--- src/sv/cmix_pkg.sv ---
`timescale 1ns / 1ps
`default_nettype none
// ----------------------------------------------------------------------------
// cmix_pkg
// Shared widths, constants and word types of the complex LO phase mixer.
// ----------------------------------------------------------------------------
package cmix_pkg;

    localparam int SAMPLE_BITS     = 16;
    localparam int PRESHIFT        = 64 - 2 * SAMPLE_BITS;
    localparam int HALF_SHIFT      = PRESHIFT / 2;
    localparam int PROD_W          = 2 * SAMPLE_BITS;
    localparam int NUM_W           = PROD_W + HALF_SHIFT;
    localparam int QUO_W           = SAMPLE_BITS + 2;
    localparam int RAD_W           = PROD_W + PRESHIFT;
    localparam int ROOT_W          = RAD_W / 2;
    localparam int SQ_STEPS        = ROOT_W;
    localparam int CNT_W           = $clog2(SQ_STEPS);
    localparam int QUEUE_DEPTH_DEF = 2;

    typedef struct packed {
        logic signed [SAMPLE_BITS-1:0] sig_re;
        logic signed [SAMPLE_BITS-1:0] sig_im;
        logic signed [SAMPLE_BITS-1:0] lo_re;
        logic signed [SAMPLE_BITS-1:0] lo_im;
        logic                          lo_fresh;
    } cmix_in_t;

    typedef struct packed {
        logic signed [SAMPLE_BITS-1:0] out_re;
        logic signed [SAMPLE_BITS-1:0] out_im;
        logic                          lo_zero;
        logic                          clipped;
    } cmix_out_t;

    // one queued word: signal and the LO it uses
    typedef struct packed {
        logic signed [SAMPLE_BITS-1:0] sig_re;
        logic signed [SAMPLE_BITS-1:0] sig_im;
        logic signed [SAMPLE_BITS-1:0] lo_re;
        logic signed [SAMPLE_BITS-1:0] lo_im;
        logic                          lo_zero;
    } cmix_entry_t;

endpackage
`default_nettype wire

--- src/sv/cmix_fifo.sv ---
`timescale 1ns / 1ps
`default_nettype none
// ----------------------------------------------------------------------------
// cmix_fifo
// Short queue between the front and the arithmetic back end.
// ----------------------------------------------------------------------------
module cmix_fifo import cmix_pkg::*; #(
    parameter int DEPTH = QUEUE_DEPTH_DEF
) (
    input  wire logic         aclk,
    input  wire logic         aresetn,
    input  wire logic         push,
    input  wire cmix_entry_t  push_data,
    input  wire logic         pop,
    output cmix_entry_t       pop_data,
    output logic              full,
    output logic              empty
);

    localparam int IDX_W = (DEPTH > 1) ? $clog2(DEPTH) : 1;
    localparam int CNT_W = $clog2(DEPTH + 1);

    cmix_entry_t        mem [DEPTH];
    logic [IDX_W-1:0]   wr_ptr_reg;
    logic [IDX_W-1:0]   rd_ptr_reg;
    logic [CNT_W-1:0]   count_reg;

    assign full     = (count_reg == CNT_W'(DEPTH));
    assign empty    = (count_reg == '0);
    assign pop_data = mem[rd_ptr_reg];

    always_ff @(posedge aclk) begin
        if (push) begin
            mem[wr_ptr_reg] <= push_data;
        end
    end

    always_ff @(posedge aclk) begin
        if (!aresetn) begin
            wr_ptr_reg <= '0;
            rd_ptr_reg <= '0;
            count_reg  <= '0;
        end else begin
            if (push) begin
                wr_ptr_reg <= (wr_ptr_reg == IDX_W'(DEPTH - 1)) ? '0 : wr_ptr_reg + 1'b1;
            end
            if (pop) begin
                rd_ptr_reg <= (rd_ptr_reg == IDX_W'(DEPTH - 1)) ? '0 : rd_ptr_reg + 1'b1;
            end
            if (push && !pop) begin
                count_reg <= count_reg + 1'b1;
            end else if (pop && !push) begin
                count_reg <= count_reg - 1'b1;
            end
        end
    end

    a_count_bound: assert property (@(posedge aclk) disable iff (!aresetn)
        count_reg <= CNT_W'(DEPTH))
        else $error("queue count beyond depth");

    a_no_pop_empty: assert property (@(posedge aclk) disable iff (!aresetn)
        pop |-> !empty)
        else $error("pop from empty queue");

    a_no_push_full: assert property (@(posedge aclk) disable iff (!aresetn)
        push |-> !full)
        else $error("push into full queue");

endmodule
`default_nettype wire

--- config.mk ---
export PLATFORM = sky130hd
export DESIGN_NAME = cmix_fifo
export DESIGN_NICKNAME = d
export VERILOG_FILES = /design/src/sv/cmix_pkg.sv /design/src/sv/cmix_fifo.sv
export SDC_FILE = /design/constraint.sdc
export NUM_CORES = 1
export LEC_CHECK = 0
export ABC_CLOCK_PERIOD_IN_PS = 10380
export BUFFER_PORTS_ARGS = -buffer_cell sky130_fd_sc_hd__buf_2
export CAP_MARGIN = 30
export CORE_MARGIN = 1
export CORE_UTILIZATION = 35
export DETAILED_ROUTE_END_ITERATION = 7
export SYNTH_ARGS = -nofsm -noshare
export SYNTH_HDL_FRONTEND = slang
export SYNTH_SLANG_ARGS = --single-unit
--- constraint.sdc ---
create_clock -name aclk -period 10.38 [get_ports aclk]
set_input_delay 2.076 -clock aclk [delete_from_list [all_inputs] [get_ports aclk]]
set_output_delay 2.076 -clock aclk [all_outputs]
set_load 0.03 [all_outputs]
==> impl_metrics.tcl <==
set metrics [dict create \
    cts_setup_buffers 0 \
    dieHeight_um 121 \
    dr_total_vias 2518 \
    track_usage_pct 12.2 \
    synth_area_leader_cell "edfxtp_1" \
    critPathBufInv 1 \
    cts.sinks 135 \
    drv_slew 0 \
    yosysUniqueCellTypes 18 \
    vias_per_cell 4.47 \
    wl_per_cell_um 15.0 \
    synth_mux_area_share_pct 14.9 \
    ant_nets 0 \
    drt-initial-drc-count 117 \
    vdd_ir_drop_max_mv 0.109 \
    rsz0062_at_grt "no" \
    final_cell_mix "buf_2, edfxtp_1, mux2_2" \
    htree_levels 4 \
    finalPower_uw 1460 \
    slew_headroom_pct 38.6 \
    hold_class "reg -> reg" \
    critPathKind "reg -> out" \
    tns_ns 0 \
    synthAdderAreaFrac_pct 0.254 \
    first_global_vias 2588 \
    timing_hold_violations_final 0 \
    layout-drive-gt1-share_pct 60.6 \
    cp.arrival_ns 1.98 \
    synth_area_per_cell_sq_um 22.0 \
    fin_skew_ns 0.00380 \
    synth-xor-area-share_pct 0.534 \
    power_density_nw_per_um2 227 \
    hp-start "count_reg[1]" \
    ys_seq_elements 135 \
    synth_area_leaders "edfxtp_1, mux2_2, dfxtp_1" \
    fin_area_sq_um 6450 \
    synth_compound_area_share_pct 0.407 \
    drc_errors 0 \
    cts-root-buf "clkbuf_16" \
    cts_tree "built" \
    place_congestion 0.663 \
    ys_warn_count 0 \
    critical_path.slowest_cell "dfxtp_4" \
    period_needed_ns 4.05 \
    grt_max_degree 66 \
    grt_pass1_wl_um 12800 \
    synth-simple-area-share_pct 1.14 \
    cp_top_family "flip-flops" \
    tightest_slew_ns 0.922 \
    die_w_um 121 \
    grt-ovfl-total 0 \
    dpl_cell_area_sq_um 5790 \
    io_pins 136 \
    hold_buffers 0 \
    path_cells "mux2_2 > buf_2" \
    p_leak_uw 0.00243 \
    routed_wl_um 8430 \
    final-setup-viol-count 0 \
    outcome "complete, no violations" \
    required_ns 8.30 \
    synth_top_family_by_area "multiplexers" \
    cts_resized 0 \
    synth_area_sq_um 4920 \
    cp-start-kind "flip-flop" \
    worstPathMaxFanout 65 \
    ys_seq_area_share_pct 81.3 \
    dpl.hpwl_um 5150 \
    largest_reg_flops 130 \
    layout_commonest_cell "buf_2" \
    final_util_pct 47.8 \
    portBuffers 135 \
    clockBufferDepth 2 \
    rr_startpoint "wr_ptr_reg" \
    yosys.area.top_type_share_pct 79.3 \
    start_util_pct 36.5 \
    path_clk_slew_ns 0.06 \
    end_kind "output port" \
    fmax_mhz 247 \
    insertion_delay_ns 0.41 \
    cpPeakStageDelay_ns 0.94 \
    core-area_sq_um 13500 \
    final_nets 443 \
    rows 42 \
    synthCells 224 \
    cts_buffers 17 \
    drv_cap 0 \
    syn_nets 294 \
    period_share_pct 39.1 \
    syn_to_final_growth_pct 31.1 \
    die_area_sq_um 14500 \
    drt-pass1-iter-count 4 \
    antenna_found_initial 1 \
]
synth_stat cells:
master    count
edfxtp_1    130
and2b_2       1
and2_1        4
inv_1         1
nor2_1        1
or3_1         1
buf_4         1
ha_1          1
buf_2         1
mux2_2       65
dfxtp_1       5
o21a_1        1
xor2_1        2
xnor2_1       1
nor2b_1       2
buf_6         5
o21ai_0       1
a21boi_1      1
area by class of cell:
class	instances	area, sq um
diodes	1	2.50
fillers	1180	7050
well taps	176	220
multi-input cells	81	857
repair buffers	137	703
flip-flops and latches	135	4010
clock inverters	14	229
clock buffers	18	429
inverters	1	3.75
metrics by stage:
step	instances	setup slack, ns	hold slack [ns]
floorplan	224	4.92	0.466
global placement	529	6.37	0.480
detailed placement	530	6.70	0.533
CTS	562	6.25	0.544
global route	562	6.21	0.572
finish	563	6.33	0.534
tightest hold or removal path, stage by stage (launching register included):
cell      delay (ns)
dfxtp_1         0.32
o21ai_0         0.08
a21boi_1        0.08
path summary, 6_finish.rpt:
check	slack, ns	cells past startpoint	endpoint
setup / recovery	6.33	2	pop_data[24]
hold / removal	0.53	2	count_reg[1]
setup reg to reg	8.81	1	mem[1][4]
hold reg to reg	0.53	2	count_reg[1]
logic make-up after synthesis:
| group | Yosys count |
|---|---|
| flops | 135 |
| compound gates | 3 |
| fa+ha+maj | 1 |
| simple gates | 9 |
| buf+inv | 8 |
| xor+xnor | 3 |
| mux | 65 |
report_power, final:
group | internal, uW | switching, uW | total, uW | leakage, uW
Combinational | 58.8 | 94.2 | 153 | 0.000853
Clock | 448 | 215 | 663 | 0.000313
Sequential | 630 | 16.5 | 646 | 0.00126
Total | 1140 | 325 | 1460 | 0.00243
layer usage:
| layer | track usage [%] | up-vias | part of all wire [%] |
|---|---|---|---|
| met1 | 13.6 | 1228 | 40 |
| met2 | 19.7 | 88 | 49 |
| met3 | 5.28 | 15 | 8.1 |
| met4 | 6.71 | 0 | 2.0 |
| met5 | 0 | - | 0 |
| li1 | - | 1187 | - |
No activity file was read; power rests on OpenSTA's default activity.
