### src/sv/cmix_pkg.sv
`timescale 1ns / 1ps
`default_nettype none
// ----------------------------------------------------------------------------
// cmix_pkg
// Shared widths, constants and word types of the complex LO phase mixer.
// ----------------------------------------------------------------------------
package cmix_pkg;

    localparam int SAMPLE_BITS     = 16;
    localparam int PRESHIFT        = 64 - 2 * SAMPLE_BITS;
    localparam int HALF_SHIFT      = PRESHIFT / 2;
    localparam int PROD_W          = 2 * SAMPLE_BITS;
    localparam int NUM_W           = PROD_W + HALF_SHIFT;
    localparam int QUO_W           = SAMPLE_BITS + 2;
    localparam int RAD_W           = PROD_W + PRESHIFT;
    localparam int ROOT_W          = RAD_W / 2;
    localparam int SQ_STEPS        = ROOT_W;
    localparam int CNT_W           = $clog2(SQ_STEPS);
    localparam int QUEUE_DEPTH_DEF = 2;

    typedef struct packed {
        logic signed [SAMPLE_BITS-1:0] sig_re;
        logic signed [SAMPLE_BITS-1:0] sig_im;
        logic signed [SAMPLE_BITS-1:0] lo_re;
        logic signed [SAMPLE_BITS-1:0] lo_im;
        logic                          lo_fresh;
    } cmix_in_t;

    typedef struct packed {
        logic signed [SAMPLE_BITS-1:0] out_re;
        logic signed [SAMPLE_BITS-1:0] out_im;
        logic                          lo_zero;
        logic                          clipped;
    } cmix_out_t;

    // one queued word: signal and the LO it uses
    typedef struct packed {
        logic signed [SAMPLE_BITS-1:0] sig_re;
        logic signed [SAMPLE_BITS-1:0] sig_im;
        logic signed [SAMPLE_BITS-1:0] lo_re;
        logic signed [SAMPLE_BITS-1:0] lo_im;
        logic                          lo_zero;
    } cmix_entry_t;

endpackage
`default_nettype wire

### src/sv/cmix_front.sv
`timescale 1ns / 1ps
`default_nettype none
// ----------------------------------------------------------------------------
// cmix_front
// Accepts input words, keeps the held LO and flags a zero LO.
// ----------------------------------------------------------------------------
module cmix_front import cmix_pkg::*; (
    input  wire logic        aclk,
    input  wire logic        aresetn,
    input  wire logic        s_valid,
    output logic             s_ready,
    input  wire cmix_in_t    s_data,
    input  wire logic        q_full,
    output logic             q_push,
    output cmix_entry_t      q_data
);

    logic signed [SAMPLE_BITS-1:0] held_re_reg;
    logic signed [SAMPLE_BITS-1:0] held_im_reg;
    logic signed [SAMPLE_BITS-1:0] lo_re_use;
    logic signed [SAMPLE_BITS-1:0] lo_im_use;

    assign s_ready = !q_full;
    assign q_push  = s_valid && s_ready;

    assign lo_re_use = s_data.lo_fresh ? s_data.lo_re : held_re_reg;
    assign lo_im_use = s_data.lo_fresh ? s_data.lo_im : held_im_reg;

    always_comb begin
        q_data.sig_re  = s_data.sig_re;
        q_data.sig_im  = s_data.sig_im;
        q_data.lo_re   = lo_re_use;
        q_data.lo_im   = lo_im_use;
        q_data.lo_zero = (lo_re_use == '0) && (lo_im_use == '0);
    end

    always_ff @(posedge aclk) begin
        if (!aresetn) begin
            held_re_reg <= '0;
            held_im_reg <= '0;
        end else if (q_push && s_data.lo_fresh) begin
            held_re_reg <= s_data.lo_re;
            held_im_reg <= s_data.lo_im;
        end
    end

endmodule
`default_nettype wire

### config.mk
export PLATFORM = sky130hd
export DESIGN_NAME = cmix_front
export DESIGN_NICKNAME = d
export VERILOG_FILES = /design/src/sv/cmix_pkg.sv /design/src/sv/cmix_front.sv
export SDC_FILE = /design/constraint.sdc
export NUM_CORES = 1
export LEC_CHECK = 0
export CAP_MARGIN = 20
export CORE_ASPECT_RATIO = 2
export CORE_MARGIN = 5
export CORE_UTILIZATION = 42
export CTS_CLUSTER_DIAMETER = 30
export DETAILED_ROUTE_END_ITERATION = 7
export DONT_BUFFER_PORTS = 1
export PLACE_DENSITY = 0.67
export REMOVE_ABC_BUFFERS = 1
export SYNTH_ARGS = -nofsm -noshare
export SYNTH_HDL_FRONTEND = slang
export SYNTH_SLANG_ARGS = --single-unit
### constraint.sdc
create_clock -name aclk -period 1.5 [get_ports aclk]
set_input_delay 0 -clock aclk [delete_from_list [all_inputs] [get_ports aclk]]
set_output_delay 0 -clock aclk [all_outputs]
set_load 0.05 [all_outputs]
==> results.yml, run 1 <==
run_status:
  status: "finished with violations"
  violations: "negative setup slack"
global_routing:
  grt_max_degree: 41
  grt_pass1_wl_um: 10000
  grt_use_total_pct: 21.3
  antenna_found_initial: 0
  grt_pass1_vias: 1913
  grt_overflow: 0
sta:
  setup_slack_ns: -0.115
  rsz0062_at_grt: "yes"
  timing.final.crit_share_pct: 108
  fin_skew_ns: 0
  finalSetupViolations: 1
  fmax_ghz: 0.619
  maxSlewHeadroom_pct: 70.4
  drv_slew: 0
  worstMarginPinSlew_ns: 0.439
  fin_crit_ns: 1.62
  hold_violations: 0
  whs_ns: 0.000401
drt:
  viasPerCell: 5.34
  drt_iter0_drc: 50
  wl_um: 6600
  wl_per_cell_um: 20.0
  drc: 0
  dr_total_vias: 1763
  first_pass_iters: 3
  drtAntennaViolNets: 0
placed_design:
  gp_congestion: 0.730
  io_buffers: 0
  place_hpwl_um: 4620
  placed_area_um2: 1840
finish:
  area_delta_synth_final_pct: 32.6
  n_antenna_cell: 0
  design_area_um2: 2640
  finish.utilization_pct: 57.4
  drive_gt1_share_pct: 21.8
  final_common_cell: "nand2_1"
  final_nets: 343
  mostFrequentLayoutCells: "nand2_1, dlygate4sd3_1, mux2_2"
power:
  p_comb_share_pct: 23.5
  seqPwrFrac_pct: 38.4
  p_sw_w: 0.000658
  clkPwrFrac_pct: 38.0
  p_per_area_nw_per_um2: 887
  vdd_ir_drop_max_mv: 0.696
  intPower_w: 0.00169
  swShare_pct: 28.1
  power.leakage_nw: 1.06
floorplanning:
  die_h_um: 107
  num_rows: 35
  core_um2: 4600
  io_pins: 136
  die_w_um: 58.7
  start_util_pct: 43.3
  dieArea_um2: 6300
logic_synthesis:
  syn_area_per_cell_um2: 8.37
  synth_area_um2: 1990
  synth_cell_type_count: 23
  postSynthCellCount: 238
  ys_ff_latch: 32
  seq_area_frac_synth_pct: 32.2
  yosys_warnings: 0
setup_path:
  crit_arrival_ns: 1.62
  setup.worst_path.start_class: "register"
  critical_path_class: "register to primary output"
  path_cells: "or4_4 -> o21ai_2 -> and4_4 -> buf_12"
  cp_num_buf_inv: 1
  critPathTopFamily: "simple AND/OR/NAND/NOR gates"
  path_max_fanout: 2
  end_kind: "primary output"
  cp.required_ns: 1.50
  critPathMaxStageDelay_ns: 0.53
  critPathSlowestCell: "or4_4"
clock_network:
  clk_pin_slew_ns: 0.06
  cts_root_buf: "clkbuf_8"
  htree_levels: 2
  insertion_delay_ns: 0.27
  cts.sinks: 32
  cts_made_buffers: 5
  cts.path.max_buffers: 2
  tritoncts: "yes"
worst_hold_path:
  hp-class: "input port to primary output"
run:
  maxCapViolCount: 0
## cells by family after synthesis
family	after synthesis	synth area share [%]
AOI/OAI and AO/OA	35	13.0
buffers and inverters	47	16.3
DFF	32	32.2
muxes	32	18.1
and+or+nand+nor	92	20.5
## metrics by stage
stage | setup TNS [ns] | cells | power [W] | worst slack [ns]
3_5_place_dp | 0 | 258 | 0.00135 | 0.00670
5_1_grt | -0.165 | 330 | 0.00244 | -0.165
2_1_floorplan | -0.0580 | 192 | 0.00129 | -0.00207
4_1_cts | -0.156 | 330 | 0.00237 | -0.156
3_3_place_gp | 0 | 258 | 0.00135 | 0.0437
6_report | -0.115 | 330 | 0.00234 | -0.115
## cells in the mapped netlist
cell      number  area [µm²]
nand2_1       67         251
buf_4         35         263
dfxtp_1       32         641
mux2_2        32         360
a21boi_0      28         210
nor4_1        10        62.6
buf_2          7        35.0
a21boi_1       4        30.0
nor2_1         4        15.0
clkbuf_1       3        11.3
nand3_1        2        10.0
nand4_1        2        12.5
nor3_1         2        10.0
and2_1         1        6.26
and4_1         1        8.76
buf_6          1        11.3
inv_1          1        3.75
nor2b_2        1        8.76
nor4b_2        1        15.0
o21ai_0        1        5.00
o22ai_1        1        6.26
o31ai_1        1        7.51
or4_1          1        7.51
## repair_timing
item | in CTS | in global routing
hold buffers | 64 | 0
gates resized for setup | 6 | 3
endpoints found under the hold margin | 32 | 0
setup buffers | 0 | 0
pin swaps | 5 | 2
endpoints found under the setup margin | 1 | 1
cloned | 0 | 0
## layout make-up
class	count	area (µm²)
Timing Repair Buffer	75	736
Inverter	1	3.75
Tap cell	55	68.8
Clock buffer	7	96.3
Multi-Input combinational cell	159	1060
Sequential cell	32	642
Clock inverter	1	30.0
Fill cell	416	1960
## final timing paths
| check | startpoint | end | slack, ns | cells after the start |
|---|---|---|---|---|
| worst min-delay path | s_data[33] | q_data[33] | 0.0004 | 0 |
| worst max register to register | held_im_reg[1] | held_im_reg[1] | 0.19 | 3 |
| worst max-delay path | held_re_reg[10] | q_data[0] | -0.12 | 4 |
| worst min register to register | held_im_reg[4] | held_im_reg[4] | 1.00 | 3 |
## metal layers
metal,vias to the layer above,track usage (%),routed length (µm)
met1,811,22.6,2390
met2,95,35.4,3280
met3,6,10.7,818
met4,0,7.13,108
met5,-,5.71,0
li1,851,-,-
## power groups by stage
stage                     registers (W)  logic (W)  clock network (W)
after global routing           0.000904   0.000577           0.000957
after floorplan                0.000911   0.000380                  0
after CTS                      0.000899   0.000548           0.000920
final                          0.000901   0.000552           0.000891
after detailed placement       0.000917   0.000434                  0
after global placement         0.000916   0.000433                  0
## worst reg2reg max path, delay by kind of cell (launching register included)
kind | cells | cell delay, ns
AND/OR/NAND/NOR | 1 | 0.06
AO/OA/AOI/OAI | 1 | 0.21
buffers and inverters | 1 | 0.59
flip-flops | 1 | 0.39
Note: power is estimated with default switching activity, not from simulation.
==> run 2: changes to the inputs <==
--- a/config.mk
+++ b/config.mk
@@ -6,12 +6,13 @@
 export NUM_CORES = 1
 export LEC_CHECK = 0
 export CAP_MARGIN = 20
-export CORE_ASPECT_RATIO = 2
+export CORE_ASPECT_RATIO = 1.2
 export CORE_MARGIN = 5
 export CORE_UTILIZATION = 42
 export CTS_CLUSTER_DIAMETER = 30
 export DETAILED_ROUTE_END_ITERATION = 7
 export DONT_BUFFER_PORTS = 1
+export GPL_TIMING_DRIVEN = 0
 export PLACE_DENSITY = 0.67
 export REMOVE_ABC_BUFFERS = 1
 export SYNTH_ARGS = -nofsm -noshare
==> run 2 against run 1 <==
The run still ends with negative setup slack left. Via count shrank 7.4%. Design area decreased by 14%. Clock skew stayed put. Clock-buffer cell count fell by 2. Non-clock buffer count fell by 40. Sequential power up 0.4%. Critical path type unchanged. Highest routed layer is now met5.
==> results.yml, run 2 (same netlist as run 1, synthesis figures left out) <==
setup_path:
  setup.worst_path.start_class: "register"
  critPathSlowestCell: "or4_4"
  path_cells: "or4_4 -> o21ai_4 -> and4_4"
  critical_path_class: "register to primary output"
  critPathMaxStageDelay_ns: 0.54
  cp.required_ns: 1.50
  regToRegSetupSlack_ns: 0.79
  crit_arrival_ns: 1.66
  cp_num_buf_inv: 0
  critPathTopFamily: "simple AND/OR/NAND/NOR gates"
  end_kind: "primary output"
  path_max_fanout: 2
run_status:
  status: "finished with violations"
  violations: "negative setup slack"
drt:
  viasPerCell: 5.63
  met3_length_um: 958
  top_layer_used: "met5"
  drtAntennaViolNets: 0
  first_pass_iters: 4
  wl_per_cell_um: 21.4
  wl_um: 6220
  drt_iter0_drc: 69
  drc: 0
  dr_total_vias: 1632
  wl_met2_um: 2760
  wl_met1_um: 2330
floorplanning:
  die_w_um: 72.9
  dieArea_um2: 6230
  start_util_pct: 43.4
  num_rows: 27
  die_h_um: 85.4
  io_pins: 136
  core_um2: 4590
sta:
  hold_violations: 0
  maxSlewHeadroom_pct: 35.2
  rsz0062_at_grt: "yes"
  worstMarginPinSlew_ns: 0.968
  fin_crit_ns: 1.66
  fmax_ghz: 0.602
  finalSetupViolations: 1
  timing.final.crit_share_pct: 111
  setup_slack_ns: -0.162
  drv_slew: 0
  fin_skew_ns: 0
clock_network:
  htree_levels: 2
  cts_root_buf: "clkbuf_8"
  cts.sinks: 32
  insertion_delay_ns: 0.27
  tritoncts: "yes"
  cts.path.max_buffers: 2
  cts_made_buffers: 5
  clk_pin_slew_ns: 0.06
finish:
  drive_gt1_share_pct: 23.7
  n_antenna_cell: 0
  final_nets: 303
  design_area_um2: 2260
  area_delta_synth_final_pct: 13.4
  finalNonFillerCells: 290
  finish.utilization_pct: 49.2
  mostFrequentLayoutCells: "nand2_1, dlygate4sd3_1, mux2_2"
  final_common_cell: "nand2_1"
power:
  swShare_pct: 31.7
  intPower_w: 0.00137
  p_per_area_nw_per_um2: 885
  vdd_ir_drop_max_mv: 0.435
  clkPwrFrac_pct: 28.6
  p_sw_w: 0.000634
  power.leakage_nw: 0.796
  power.total_w: 0.00200
  seqPwrFrac_pct: 45.2
  p_comb_share_pct: 26.1
global_routing:
  grt_pass1_vias: 1659
  grt_max_degree: 41
  antenna_found_initial: 0
  grt_overflow: 0
  grt_pass1_wl_um: 9120
  grt_use_total_pct: 19.8
placed_design:
  placed_area_um2: 1770
  dp_cells: 251
  gp_congestion: 0.762
  io_buffers: 0
  place_hpwl_um: 4320
run:
  maxCapViolCount: 0
worst_hold_path:
  hp-class: "input port to primary output"
run 2: final timing paths:
path                   start              to  cells past startpoint
max reg2reg   held_re_reg[7]  held_re_reg[7]                      2
min               s_data[41]      q_data[41]                      0
min reg2reg   held_im_reg[4]  held_im_reg[4]                      2
max          held_re_reg[13]       q_data[0]                      3
run 2: power groups by stage:
stage          logic [W]  registers (W)  clock network, W
2_1_floorplan   0.000380       0.000911                 0
3_3_place_gp    0.000412       0.000916                 0
3_5_place_dp    0.000420       0.000917                 0
4_1_cts         0.000517       0.000899          0.000605
5_1_grt         0.000550       0.000909          0.000642
6_report        0.000522       0.000905          0.000573
run 2: stage by stage:
step | setup WS [ns] | TNS (ns) | hold slack (ns)
4_1_cts | -0.189 | -0.189 | 0.000341
3_3_place_gp | -0.420 | -12.95 | 0.000341
2_1_floorplan | -0.00207 | -0.0580 | 0
3_5_place_dp | -0.342 | -10.62 | 0.000341
6_report | -0.162 | -0.162 | 0.000109
5_1_grt | -0.218 | -0.218 | 0.000297
run 2: cell type report:
class	count	area (µm²)
inverters	1	3.75
fillers	443	2340
repair buffers	35	365
clock buffers	5	68.8
flip-flops and latches	32	644
multi-input cells	159	1100
well taps	58	72.6
run 2: routing by layer:
layer  vias up  GRT usage (%)
met5         -           6.84
met4         2           7.55
met3        11           14.0
met2       103           29.3
met1       751           21.3
li1        765              -
run 2: repair_timing:
action / CTS / global route
hold buffers: 33 / 0
endpoints found under the hold margin: 32 / 0
resized for setup: 10 / 9
buffers inserted: 1 / 0
pin swaps: 3 / 8
endpoints found under the setup margin: 33 / 3
